--- config.mk ---
export PLATFORM = sky130hd
export DESIGN_NAME = gnss_binary_frame_parser_crc32_top
export DESIGN_NICKNAME = d
export VERILOG_FILES = /design/src/gbfp_pkg.sv /design/src/gnss_binary_frame_parser_crc32_top.sv /design/src/gbfp_deframer.sv
export VERILOG_INCLUDE_DIRS = /design/src /design/src/src
export SDC_FILE = /design/constraint.sdc
export NUM_CORES = 1
export LEC_CHECK = 0
export ABC_AREA = 1
export BUFFER_PORTS_ARGS = -buffer_cell sky130_fd_sc_hd__buf_2
export CAP_MARGIN = 10
export CORE_MARGIN = 2
export CORE_UTILIZATION = 37
export DETAILED_ROUTE_END_ITERATION = 10
export PLACE_DENSITY = 0.66
export SKIP_LAST_GASP = 1
export SLEW_MARGIN = 25
export SYNTH_ARGS = -nofsm -noshare
export SYNTH_HDL_FRONTEND = slang
export SYNTH_HIERARCHICAL = 1
export SYNTH_SLANG_ARGS = --single-unit
--- constraint.sdc ---
create_clock -name clk -period 6 [get_ports clk]
set_input_delay 1.2 -clock clk [delete_from_list [all_inputs] [get_ports clk]]
set_output_delay 1.2 -clock clk [all_outputs]
set_load 0.01 [all_outputs]
--- src/assert_macros.svh ---
// Assertion helpers shared by the deframer RTL.
// Include by bare file name; no other dependencies.
`ifndef ASSERT_MACROS_SVH
`define ASSERT_MACROS_SVH

// Implication checked on every clock edge outside reset.
`define ASSERT_IMPL(label, clk, rst_n, ante, cons, msg) \
    label: assert property (@(posedge clk) disable iff (!rst_n) (ante) |-> (cons)) \
        else $error(msg);

// Implication whose consequent is checked in the following cycle.
`define ASSERT_NEXT(label, clk, rst_n, ante, cons, msg) \
    label: assert property (@(posedge clk) disable iff (!rst_n) (ante) |=> (cons)) \
        else $error(msg);

// Plain invariant outside reset.
`define ASSERT_ALWAYS(label, clk, rst_n, prop, msg) \
    label: assert property (@(posedge clk) disable iff (!rst_n) (prop)) \
        else $error(msg);

`endif

--- src/gbfp_pkg.sv ---
// Shared types, constants and the CRC-32 byte step for the frame deframer.
// No dependencies.
package gbfp_pkg;

    localparam logic [31:0] CRC_POLY = 32'hEDB88320;

    localparam logic [7:0] SYNC_FIRST_RESET  = 8'hAA;
    localparam logic [7:0] SYNC_SECOND_RESET = 8'h44;
    localparam logic [7:0] SYNC_THIRD_RESET  = 8'h12;

    // Register indexes on the APB port (byte address / 4)
    localparam logic [1:0] REG_SYNC_FIRST  = 2'd0;
    localparam logic [1:0] REG_SYNC_SECOND = 2'd1;
    localparam logic [1:0] REG_SYNC_THIRD  = 2'd2;

    localparam int HDR_CNT_W = 5;

    localparam logic KIND_PAYLOAD   = 1'b0;
    localparam logic KIND_FRAME_END = 1'b1;

    typedef enum logic [3:0] {
        PH_HUNT   = 4'd0,
        PH_SYNC2  = 4'd1,
        PH_SYNC3  = 4'd2,
        PH_HEADER = 4'd3,
        PH_DATA   = 4'd4,
        PH_CHECK1 = 4'd5,
        PH_CHECK2 = 4'd6,
        PH_CHECK3 = 4'd7,
        PH_CHECK4 = 4'd8
    } phase_t;

    typedef struct packed {
        logic [7:0] first;
        logic [7:0] second;
        logic [7:0] third;
    } sync_cfg_t;

    typedef struct packed {
        logic        valid;
        logic        kind;
        logic [15:0] msg_id;
        logic [15:0] byte_index;
        logic [7:0]  payload_byte;
        logic        checksum_good;
        logic [15:0] payload_length;
    } result_t;

    // Reflected CRC-32, one byte, LSB first
    function automatic logic [31:0] crc_byte(input logic [31:0] crc, input logic [7:0] b);
        logic [31:0] c;
        c = crc ^ {24'h0, b};
        for (int k = 0; k < 8; k++) begin
            c = c[0] ? ((c >> 1) ^ CRC_POLY) : (c >> 1);
        end
        return c;
    endfunction

endpackage

--- src/gnss_binary_frame_parser_crc32_top.sv ---
// Top level of the binary frame deframer: APB sync registers, input handshake,
// output register. Depends on gbfp_pkg, gbfp_deframer and assert_macros.svh.
//
// Usage:
//   Input channel: one received byte (rx_byte) per word, in_valid / in_stall.
//   Output channel: out_valid / out_stall with result_kind, msg_id,
//   byte_index, payload_byte, checksum_good and payload_length as one word.
//   Payload bytes come out with their index; after the four check bytes a
//   frame-end word reports id, length and checksum_good.
//   A result appears on the outputs in the cycle after the byte that causes it
//   is accepted. Throughput: one byte per cycle while in_stall is low; framing,
//   header capture and the byte-wide CRC step all complete in the accept cycle.
//   Stall: while the output register holds a word and out_stall is high,
//   in_stall is high; no word is dropped and the held word does not change.
//   Reset: sync bytes return to AA 44 12, the parser hunts for the first sync
//   byte and the output register is empty. Sync registers sit at byte addresses
//   0, 4 and 8; the user must write them only while idle, the block does not check.
`include "assert_macros.svh"

module gnss_binary_frame_parser_crc32_top
    import gbfp_pkg::*;
#(
    parameter int HEADER_BYTES  = 28,
    parameter int ID_OFFSET     = 4,
    parameter int LENGTH_OFFSET = 8
) (
    input  logic        clk,
    input  logic        rst_n,
    // APB configuration
    input  logic        psel,
    input  logic        penable,
    input  logic        pwrite,
    input  logic [3:0]  paddr,
    input  logic [31:0] pwdata,
    output logic [31:0] prdata,
    output logic        pready,
    // byte input
    input  logic        in_valid,
    output logic        in_stall,
    input  logic [7:0]  rx_byte,
    // result output
    output logic        out_valid,
    input  logic        out_stall,
    output logic        result_kind,
    output logic [15:0] msg_id,
    output logic [15:0] byte_index,
    output logic [7:0]  payload_byte,
    output logic        checksum_good,
    output logic [15:0] payload_length
);

    sync_cfg_t   sync_reg;
    logic        cfg_write;
    logic [1:0]  reg_index;
    logic        in_take;
    result_t     res;
    logic        out_valid_reg;
    result_t     out_reg;

    assign pready    = 1'b1;
    assign reg_index = paddr[3:2];
    assign cfg_write = psel && penable && pwrite && pready;

    always_ff @(posedge clk or negedge rst_n) begin
        if (!rst_n) begin
            sync_reg.first  <= SYNC_FIRST_RESET;
            sync_reg.second <= SYNC_SECOND_RESET;
            sync_reg.third  <= SYNC_THIRD_RESET;
        end
        else if (cfg_write) begin
            case (reg_index)
                REG_SYNC_FIRST:  sync_reg.first  <= pwdata[7:0];
                REG_SYNC_SECOND: sync_reg.second <= pwdata[7:0];
                REG_SYNC_THIRD:  sync_reg.third  <= pwdata[7:0];
                default: ;
            endcase
        end
    end

    always_comb begin
        case (reg_index)
            REG_SYNC_FIRST:  prdata = {24'h0, sync_reg.first};
            REG_SYNC_SECOND: prdata = {24'h0, sync_reg.second};
            REG_SYNC_THIRD:  prdata = {24'h0, sync_reg.third};
            default:         prdata = 32'h0;
        endcase
    end

    // Hold off input only when a finished word is stuck in the output register
    assign in_stall = out_valid_reg && out_stall;
    assign in_take  = in_valid && !in_stall;

    gbfp_deframer #(
        .HEADER_BYTES  (HEADER_BYTES),
        .ID_OFFSET     (ID_OFFSET),
        .LENGTH_OFFSET (LENGTH_OFFSET)
    ) u_deframer (
        .clk      (clk),
        .rst_n    (rst_n),
        .take     (in_take),
        .rx_byte  (rx_byte),
        .sync_cfg (sync_reg),
        .res      (res)
    );

    always_ff @(posedge clk or negedge rst_n) begin
        if (!rst_n)
            out_valid_reg <= 1'b0;
        else if (in_take)
            out_valid_reg <= res.valid;
        else if (!out_stall)
            out_valid_reg <= 1'b0;
    end

    always_ff @(posedge clk) begin
        if (in_take && res.valid)
            out_reg <= res;
    end

    assign out_valid      = out_valid_reg;
    assign result_kind    = out_reg.kind;
    assign msg_id         = out_reg.msg_id;
    assign byte_index     = out_reg.byte_index;
    assign payload_byte   = out_reg.payload_byte;
    assign checksum_good  = out_reg.checksum_good;
    assign payload_length = out_reg.payload_length;

    `ASSERT_NEXT(a_result_shown, clk, rst_n, in_take && res.valid,
        out_valid, "accepted result not presented")
    `ASSERT_NEXT(a_no_spurious, clk, rst_n, !in_take && !out_valid_reg,
        !out_valid, "output word appeared without an accepted byte")
    `ASSERT_IMPL(a_frame_end_fields, clk, rst_n, out_valid && result_kind == KIND_FRAME_END,
        byte_index == 16'h0 && payload_byte == 8'h0, "frame-end word carries payload data")

endmodule

--- src/gbfp_deframer.sv ---
// Framing state machine, header capture and running CRC for one byte per cycle while take is high.
// Depends on gbfp_pkg and assert_macros.svh.
`include "assert_macros.svh"

module gbfp_deframer
    import gbfp_pkg::*;
#(
    parameter int HEADER_BYTES  = 28,
    parameter int ID_OFFSET     = 4,
    parameter int LENGTH_OFFSET = 8
) (
    input  logic      clk,
    input  logic      rst_n,
    input  logic      take,
    input  logic [7:0] rx_byte,
    input  sync_cfg_t sync_cfg,
    output result_t   res
);

    localparam logic [HDR_CNT_W-1:0] HDR_LAST = HDR_CNT_W'(HEADER_BYTES);
    localparam logic [HDR_CNT_W-1:0] ID_LO    = HDR_CNT_W'(ID_OFFSET);
    localparam logic [HDR_CNT_W-1:0] ID_HI    = HDR_CNT_W'(ID_OFFSET + 1);
    localparam logic [HDR_CNT_W-1:0] LEN_LO   = HDR_CNT_W'(LENGTH_OFFSET);
    localparam logic [HDR_CNT_W-1:0] LEN_HI   = HDR_CNT_W'(LENGTH_OFFSET + 1);
    localparam logic [HDR_CNT_W-1:0] CNT_ONE  = HDR_CNT_W'(1);

    phase_t                phase_reg, phase_next;
    logic [HDR_CNT_W-1:0]  header_count_reg, header_count_next;
    logic [15:0]           frame_id_reg, frame_id_next;
    logic [15:0]           frame_length_reg, frame_length_next;
    logic [15:0]           payload_count_reg, payload_count_next;
    logic [31:0]           crc_reg, crc_next;
    logic [23:0]           check_reg, check_next;

    logic                  hunt_like;
    logic [HDR_CNT_W-1:0]  pos;
    logic [15:0]           id_take, len_take;
    logic [31:0]           crc_base, crc_take;
    logic [HDR_CNT_W-1:0]  count_take;
    logic [15:0]           payload_inc;
    logic [31:0]           check_word;

    // Header byte capture; a new frame starts from cleared fields
    always_comb begin
        hunt_like = !(phase_reg inside {PH_SYNC2, PH_SYNC3, PH_HEADER, PH_DATA,
                                        PH_CHECK1, PH_CHECK2, PH_CHECK3, PH_CHECK4});
        pos        = hunt_like ? '0 : header_count_reg;
        id_take    = hunt_like ? 16'h0 : frame_id_reg;
        len_take   = hunt_like ? 16'h0 : frame_length_reg;
        crc_base   = hunt_like ? 32'h0 : crc_reg;
        if (pos == ID_LO)  id_take[7:0]   = rx_byte;
        if (pos == ID_HI)  id_take[15:8]  = rx_byte;
        if (pos == LEN_LO) len_take[7:0]  = rx_byte;
        if (pos == LEN_HI) len_take[15:8] = rx_byte;
        crc_take    = crc_byte(crc_base, rx_byte);
        count_take  = pos + CNT_ONE;
        payload_inc = payload_count_reg + 16'd1;
        check_word  = {rx_byte, check_reg};
    end

    // Next phase
    always_comb begin
        case (phase_reg)
            PH_SYNC2:  phase_next = (rx_byte == sync_cfg.second) ? PH_SYNC3 : PH_HUNT;
            PH_SYNC3:  phase_next = (rx_byte == sync_cfg.third) ? PH_HEADER : PH_HUNT;
            PH_HEADER: begin
                if (count_take >= HDR_LAST)
                    phase_next = (len_take == 16'h0) ? PH_CHECK1 : PH_DATA;
                else
                    phase_next = PH_HEADER;
            end
            PH_DATA:   phase_next = (payload_inc == frame_length_reg) ? PH_CHECK1 : PH_DATA;
            PH_CHECK1: phase_next = PH_CHECK2;
            PH_CHECK2: phase_next = PH_CHECK3;
            PH_CHECK3: phase_next = PH_CHECK4;
            PH_CHECK4: phase_next = PH_HUNT;
            default:   phase_next = (rx_byte == sync_cfg.first) ? PH_SYNC2 : PH_HUNT;
        endcase
    end

    // Datapath updates and result
    always_comb begin
        header_count_next  = header_count_reg;
        frame_id_next      = frame_id_reg;
        frame_length_next  = frame_length_reg;
        payload_count_next = payload_count_reg;
        crc_next           = crc_reg;
        check_next         = check_reg;
        res                = '0;
        res.msg_id         = frame_id_reg;
        res.payload_length = frame_length_reg;
        case (phase_reg)
            PH_SYNC2, PH_SYNC3: begin
                if ((phase_reg == PH_SYNC2 && rx_byte == sync_cfg.second) ||
                    (phase_reg == PH_SYNC3 && rx_byte == sync_cfg.third)) begin
                    header_count_next = count_take;
                    frame_id_next     = id_take;
                    frame_length_next = len_take;
                    crc_next          = crc_take;
                end
            end
            PH_HEADER: begin
                header_count_next = count_take;
                frame_id_next     = id_take;
                frame_length_next = len_take;
                crc_next          = crc_take;
                if (count_take >= HDR_LAST)
                    payload_count_next = 16'h0;
            end
            PH_DATA: begin
                res.valid          = 1'b1;
                res.kind           = KIND_PAYLOAD;
                res.byte_index     = payload_count_reg;
                res.payload_byte   = rx_byte;
                crc_next           = crc_take;
                payload_count_next = payload_inc;
            end
            PH_CHECK1: check_next = {16'h0, rx_byte};
            PH_CHECK2: check_next = {8'h0, rx_byte, check_reg[7:0]};
            PH_CHECK3: check_next = {rx_byte, check_reg[15:0]};
            PH_CHECK4: begin
                res.valid         = 1'b1;
                res.kind          = KIND_FRAME_END;
                res.checksum_good = (check_word == crc_reg);
            end
            default: begin
                header_count_next = '0;
                if (rx_byte == sync_cfg.first) begin
                    header_count_next = count_take;
                    frame_id_next     = id_take;
                    frame_length_next = len_take;
                    crc_next          = crc_take;
                end
            end
        endcase
    end

    always_ff @(posedge clk or negedge rst_n) begin
        if (!rst_n) begin
            phase_reg         <= PH_HUNT;
            header_count_reg  <= '0;
            frame_id_reg      <= 16'h0;
            frame_length_reg  <= 16'h0;
            payload_count_reg <= 16'h0;
            crc_reg           <= 32'h0;
            check_reg         <= 24'h0;
        end
        else if (take) begin
            phase_reg         <= phase_next;
            header_count_reg  <= header_count_next;
            frame_id_reg      <= frame_id_next;
            frame_length_reg  <= frame_length_next;
            payload_count_reg <= payload_count_next;
            crc_reg           <= crc_next;
            check_reg         <= check_next;
        end
    end

    `ASSERT_IMPL(a_result_phase, clk, rst_n, res.valid,
        (phase_reg == PH_DATA || phase_reg == PH_CHECK4), "result outside payload/check phase")
    `ASSERT_NEXT(a_end_to_hunt, clk, rst_n, take && phase_reg == PH_CHECK4,
        phase_reg == PH_HUNT, "frame end did not return to hunt")
    `ASSERT_ALWAYS(a_hdr_count, clk, rst_n, header_count_reg <= HDR_LAST,
        "header count ran past header length")

endmodule

; Word level (Yosys, flattened, before mapping)
; Index checks and enable logic that the tools add are counted.
[word_totals]
ff_bits = 196
latchBits = 0
ram_bits = 0
rom_bits = 0
input_bits = 51
wordCells = 130
memories = 0
[classes]
add_sub_neg = 2
n_mul = 0
div = 0
order_cmp = 1
eq_ne = 22
n_shift = 0
mux = 42
bitwise = 13
n_reduce_logical = 31
[ops]
columns = operator, n
row1 = $mux 32, 11
row2 = $mux 16, 7
row3 = $not 13->14, 8
row4 = $pmux 16 s3, 2
row5 = $pmux 32 s3, 1
row6 = $pmux 24 s3, 1
row7 = $eq 32x32->1, 1
row8 = $mux 8, 4
row9 = $pmux 16 s2, 1
row10 = $pmux 4 s8, 1
row11 = $xor 32x8->32, 1
row12 = $eq 8x8->1, 3
row13 = $pmux 8 s3, 1
row14 = $add 16x1->16 const B, 1
row15 = $eq 16x16->1, 1
row16 = $eq 4x3->1 const B, 4
row17 = $logic_not 16->1, 1
row18 = $mux 5, 3
row19 = $pmux 5 s3, 1
row20 = $reduce_and 4->1, 3
row21 = $eq 5x3->1 const B, 2
row22 = $eq 5x4->1 const B, 2
row23 = $reduce_and 3->1, 3
row24 = $reduce_bool 3->1, 3
row25 = other kinds (24), 45

; Depth between registers and ports, before layout
[depth]
word_depth = 22
depth_mapped = 22

; By module
; The synthesis kept the hierarchy.
[modules_own_cells]
columns = module, instances, cells_per_inst, area_each_um2, seq_area_each_um2
row1 = gbfp_deframer, 1, 1000, 7567.3, 2827.7
row2 = gnss_binary_frame_parser_crc32_top, 1, 239, 3113.0, 2377.3

; Worst setup path after synthesis
; OpenSTA, ideal clock, no wires.
[synth_path]
path_kind = input to register
startpoint = input port out_stall
endpoint = register out_reg, in the netlist byte_index[0], enable pin
setup_time_ns = 0.545
t_arrival_ns = 5.298
t_required_ns = 5.455
setup_slack_ns = 0.156
stages = 3
path_cell_list = nand2_1 > inv_1 > nor3_1
[synth_via]
elab_chain_cells = 4
[synth_rtl]
columns = element, line_no
row1 = from (decl), gnss_binary_frame_parser_crc32_top.sv:43  ; input logic out_stall,
row2 = $logic_and 1x1->1, gnss_binary_frame_parser_crc32_top.sv:90  ; assign in_stall = out_valid_reg && out_stall;
row3 = named net in_stall, gnss_binary_frame_parser_crc32_top.sv:39  ; output logic in_stall,
row4 = $logic_not 1->1, gnss_binary_frame_parser_crc32_top.sv:91  ; assign in_take = in_valid && !in_stall;
row5 = $logic_and 1x1->1, gnss_binary_frame_parser_crc32_top.sv:91
row6 = $logic_and 1x1->1, gnss_binary_frame_parser_crc32_top.sv:116  ; if (in_take && res.valid)
row7 = to (signal assigned), gnss_binary_frame_parser_crc32_top.sv:117  ; out_reg <= res;
row8 = to (decl), gnss_binary_frame_parser_crc32_top.sv:58  ; result_t out_reg;
; The timed path passes the listed nets, and every way through them passes these cells.
; A chain may end at the register's enable or synchronous reset.

; Worst setup path in the final report
[layout_path]
startpoint = input port rx_byte[7]
endpoint = register u_deframer.frame_id_reg[15]
[layout_via]
elab_chain_cells = 5
word_cells_on_any_way = 13
classes_between = 4 x eq/ne / 4 x mux / 5 x reduce/logical
[layout_rtl]
columns = element, line_no
row1 = from (decl), gnss_binary_frame_parser_crc32_top.sv:40  ; input logic [7:0] rx_byte,
row2 = $eq 8x8->1 (on tied branches), "gbfp_deframer.sv:94, gbfp_deframer.sv:95"
row3 = $logic_and 1x1->1 (on tied branches), "gbfp_deframer.sv:94, gbfp_deframer.sv:95"
row4 = $logic_or 1x1->1, gbfp_deframer.sv:94  ; if ((phase_reg == PH_SYNC2 && rx_byte == sync_cfg.second) ||
row5 = $ne 2x1->1 (no line), -
row6 = $reduce_and 4->1 (no line), -
row7 = to (signal assigned), gbfp_deframer.sv:151  ; frame_id_reg <= frame_id_next;
row8 = to (decl), gbfp_deframer.sv:29  ; logic [15:0] frame_id_reg, frame_id_next;
; Parallel ways exist; a longest one is shown, timed or not. The select of a mux whose other input is x is not followed.

==> flow_metrics.py <==
metrics = {
    "run_status": {
        "run_status": "complete, no violations",
    },
    "finish": {
        "post-route-util_pct": 42.1,
        "fin_area_um2": 12000,
        "largest_register_ffs": 32,
        "area.growth.synth_to_final_pct": 12.5,
        "final_layout_size_suffix_gt1_share_pct": 16.5,
        "n_antenna_cell": 0,
        "num-nets-final": 1376,
        "layoutNonFillerInstCount": 1720,
    },
    "global_route": {
        "grt_pass1_vias": 7916,
        "wire_length_of_the_first_global_routing_pass_um": 42700,
        "initial_antenna_violation_count": 0,
        "grt_util_all_layers_pct": 17.9,
        "grt.overflow.total": 0,
        "grt_max_degree": 91,
    },
    "critical_path": {
        "cp_data_required_time_ns": 6.31,
        "worstSetupStartpointType": "primary input",
        "endpoint_of_the_worst_slack_reg_to_reg_timing_path": "u_deframer/phase_reg[0]",
        "timing.setup.critical_path_class": "primary input to flip-flop",
        "crit_fanout": 13,
        "crit_arrival_ns": 3.83,
        "worst_r2r_path_depth": 15,
        "worst_setup_slack_for_register_to_register_paths_ns": 2.63,
        "cp-end-kind": "flip-flop",
        "timing.rr.start": "u_deframer/phase_reg[0]",
    },
    "power_and_ir_drop": {
        "pwr-share-comb_pct": 40.3,
        "p_total_mw": 5.41,
        "power_leakage_nw": 5.54,
        "power_per_cell_area_nw_per_um2": 451,
        "register_share_of_total_power_pct": 38.5,
        "switching_power_share_of_the_total_pct": 42.6,
        "ir_drop_mv": 0.198,
        "cell_internal_power_mw": 3.11,
        "power.net_switching_mw": 2.31,
        "clock_power_share_pct": 21.2,
    },
    "drt": {
        "detailed_router_iteration_count_before_antenna_repair": 6,
        "wl_um": 26200,
        "drt_drc_violations_left": 0,
        "via_per_inst": 4.84,
        "antenna_left": 0,
        "dr_total_vias": 8327,
        "routed_length_per_instance_um": 15.2,
        "drt_iter0_drc": 697,
    },
    "floorplanning": {
        "die_w_um": 174,
        "dieArea_um2": 30200,
        "floorplan.die.height_um": 174,
        "coreArea_um2": 28500,
        "rows": 62,
        "start_util_pct": 37.4,
        "boundaryPins": 144,
    },
    "yosys": {
        "synth_top_flop_cell": "sky130_fd_sc_hd__dfrtp_1",
        "netlist.area_leader.share_pct": 30.5,
        "most_frequent_cells_after_synthesis": "385 x sky130_fd_sc_hd__nand2_1, 130 x sky130_fd_sc_hd__dfrtp_1, 101 x sky130_fd_sc_hd__nor2_1",
        "synthDistinctLibCells": 47,
        "synthArstFlopShare_pct": 70.4,
        "post_synth.cell_area_avg_um2": 8.62,
        "synth.top_cells.by_area": "sky130_fd_sc_hd__dfrtp_1 30%, sky130_fd_sc_hd__edfxtp_1 16%, sky130_fd_sc_hd__nand2_1 14%",
        "number_of_enable_flip_flop_cells_after_synthesis": 58,
        "ys_seq_area_share_pct": 48.7,
        "most_frequent_cell_after_synthesis": "sky130_fd_sc_hd__nand2_1",
        "postSynthRegisterBits": 196,
        "yosys_warnings": 6,
        "mappedNetlistArea_um2": 10700,
        "netlist_instances": 1239,
        "synth_area_leader_cell": "sky130_fd_sc_hd__dfrtp_1",
    },
    "min_path": {
        "min_path_type": "flip-flop to flip-flop",
        "worstHoldPathCells": 0,
        "holdPathEnd": "payload_length[3]",
        "worst_hold_startpoint": "u_deframer/frame_length_reg[3]",
    },
    "clocking": {
        "numCtsBuffers": 17,
        "setup_buffers_after_cts": 0,
        "cts.sinks": 196,
        "clk_transition_reported_paths_ns": 0.08,
        "postcts_resize_cnt": 0,
        "cts_hold_buf": 0,
        "cts.root.buffer_cell": "sky130_fd_sc_hd__clkbuf_16",
        "clockBufferDepth": 2,
        "worst_skew_late_latency_ns": 0.45,
        "htreeDepth": 4,
        "tritoncts": "built",
    },
    "timing": {
        "layout_setup_ws_ns": 2.48,
        "finalSetupTns_ns": 0,
        "finalHoldWorstSlack_ns": 0.450,
        "clock_skew_ns": 0.0188,
        "finalCritPeriodShare_pct": 58.6,
        "period_minus_slack_ns": 3.52,
        "grt_setup_unrepaired": "false",
        "fmax_ghz": 0.284,
        "timing.max_slew.rel_slack_pct": 39.4,
        "worst_max_slew_pin_slew_ns": 0.905,
        "final-setup-viol-count": 0,
        "max_slew_violation_count": 0,
        "final-hold-violation-count": 0,
    },
    "run": {
        "cap_viol_max_count": 0,
    },
    "place": {
        "numPlacedInstances": 1688,
        "hpwl_um": 18500,
        "pre_cts_setup_slack_ns": 2.08,
        "placement.io_buffers": 92,
        "dpl_cell_area_um2": 11400,
        "gp_routability_congestion": 0.885,
    },
}
-- power by group through the flow --
stage	combinational (mW)	clock [mW]	sequential [mW]
6_report	2.18	1.15	2.08
5_1_grt	2.46	1.23	2.13
4_1_cts	2.17	1.17	2.08
3_5_place_dp	2.16	0	2.10
3_3_place_gp	2.12	0	2.10
2_1_floorplan	1.72	0	2.05
-- critical path: stages --
cell and delay (ns):
sky130_fd_sc_hd__buf_2 0.22, sky130_fd_sc_hd__inv_1 0.43, sky130_fd_sc_hd__or2_2 0.21, sky130_fd_sc_hd__nand2_1 0.05, sky130_fd_sc_hd__nor3_1 0.17, sky130_fd_sc_hd__nand3_1 0.11
sky130_fd_sc_hd__o211ai_1 0.10, sky130_fd_sc_hd__nand2_1 0.08, sky130_fd_sc_hd__inv_1 0.09, sky130_fd_sc_hd__nand3_1 0.14, sky130_fd_sc_hd__nor2_2 0.45, sky130_fd_sc_hd__o21ai_1 0.35
sky130_fd_sc_hd__nand2_1 0.13, sky130_fd_sc_hd__o21ai_1 0.07
-- metal layers --
layer | global-route usage [%] | routed length (µm)
met1 | 26.1 | 12500
met2 | 27.4 | 11600
met3 | 2.58 | 1670
met4 | 6.13 | 453
met5 | 0 | 0
-- cell usage in the layout (no fill, tap or decap), types with 13 or more instances in the layout --
cell / count
sky130_fd_sc_hd__nand2_1: 385
sky130_fd_sc_hd__clkbuf_16: 17
sky130_fd_sc_hd__xnor2_1: 19
sky130_fd_sc_hd__dfrtp_1: 130
sky130_fd_sc_hd__nand3_1: 51
sky130_fd_sc_hd__nor2_1: 99
sky130_fd_sc_hd__xor2_1: 76
sky130_fd_sc_hd__o21ai_0: 74
sky130_fd_sc_hd__o22ai_1: 27
sky130_fd_sc_hd__conb_1: 25
sky130_fd_sc_hd__nand4_1: 14
sky130_fd_sc_hd__o21ai_1: 16
sky130_fd_sc_hd__inv_1: 99
sky130_fd_sc_hd__inv_2: 13
sky130_fd_sc_hd__buf_2: 91
sky130_fd_sc_hd__edfxtp_1: 58
-- cells by family after synthesis --
family / count (synthesis) / share of synthesized area [%]
buffers and inverters: 170 / 7.42
xor gates and xnor gates: 110 / 10.6
other: 2 / 0.0703
and+or+nand+nor: 621 / 25.5
AOI/OAI and AO/OA: 132 / 6.83
muxes: 6 / 0.633
adders and majority gates: 2 / 0.234
DFF: 196 / 48.7
-- worst max path at each step --
stage / from / end / slack, ns / depth (start not counted)
after floorplan: out_stall / byte_index[0] / 0.16 / 3
after global placement: rx_byte[3] / u_deframer/frame_id_reg[9] / 2.13 / 14
after detailed placement: rx_byte[3] / u_deframer/frame_id_reg[13] / 2.08 / 14
after CTS: rx_byte[3] / u_deframer/frame_id_reg[10] / 2.55 / 14
after global routing: rx_byte[7] / u_deframer/frame_id_reg[9] / 2.18 / 14
final: rx_byte[7] / u_deframer/frame_id_reg[15] / 2.48 / 14
-- final cells by class --
cell class	count	area (µm²)
fill	2872	16500
sequential	196	5200
multi-input combinational	896	4780
timing repair buffer	97	504
tap	384	480
inverter	115	432
clock buffer	17	425
clock inverter	15	185
No activity file was read; power rests on OpenSTA's default activity.
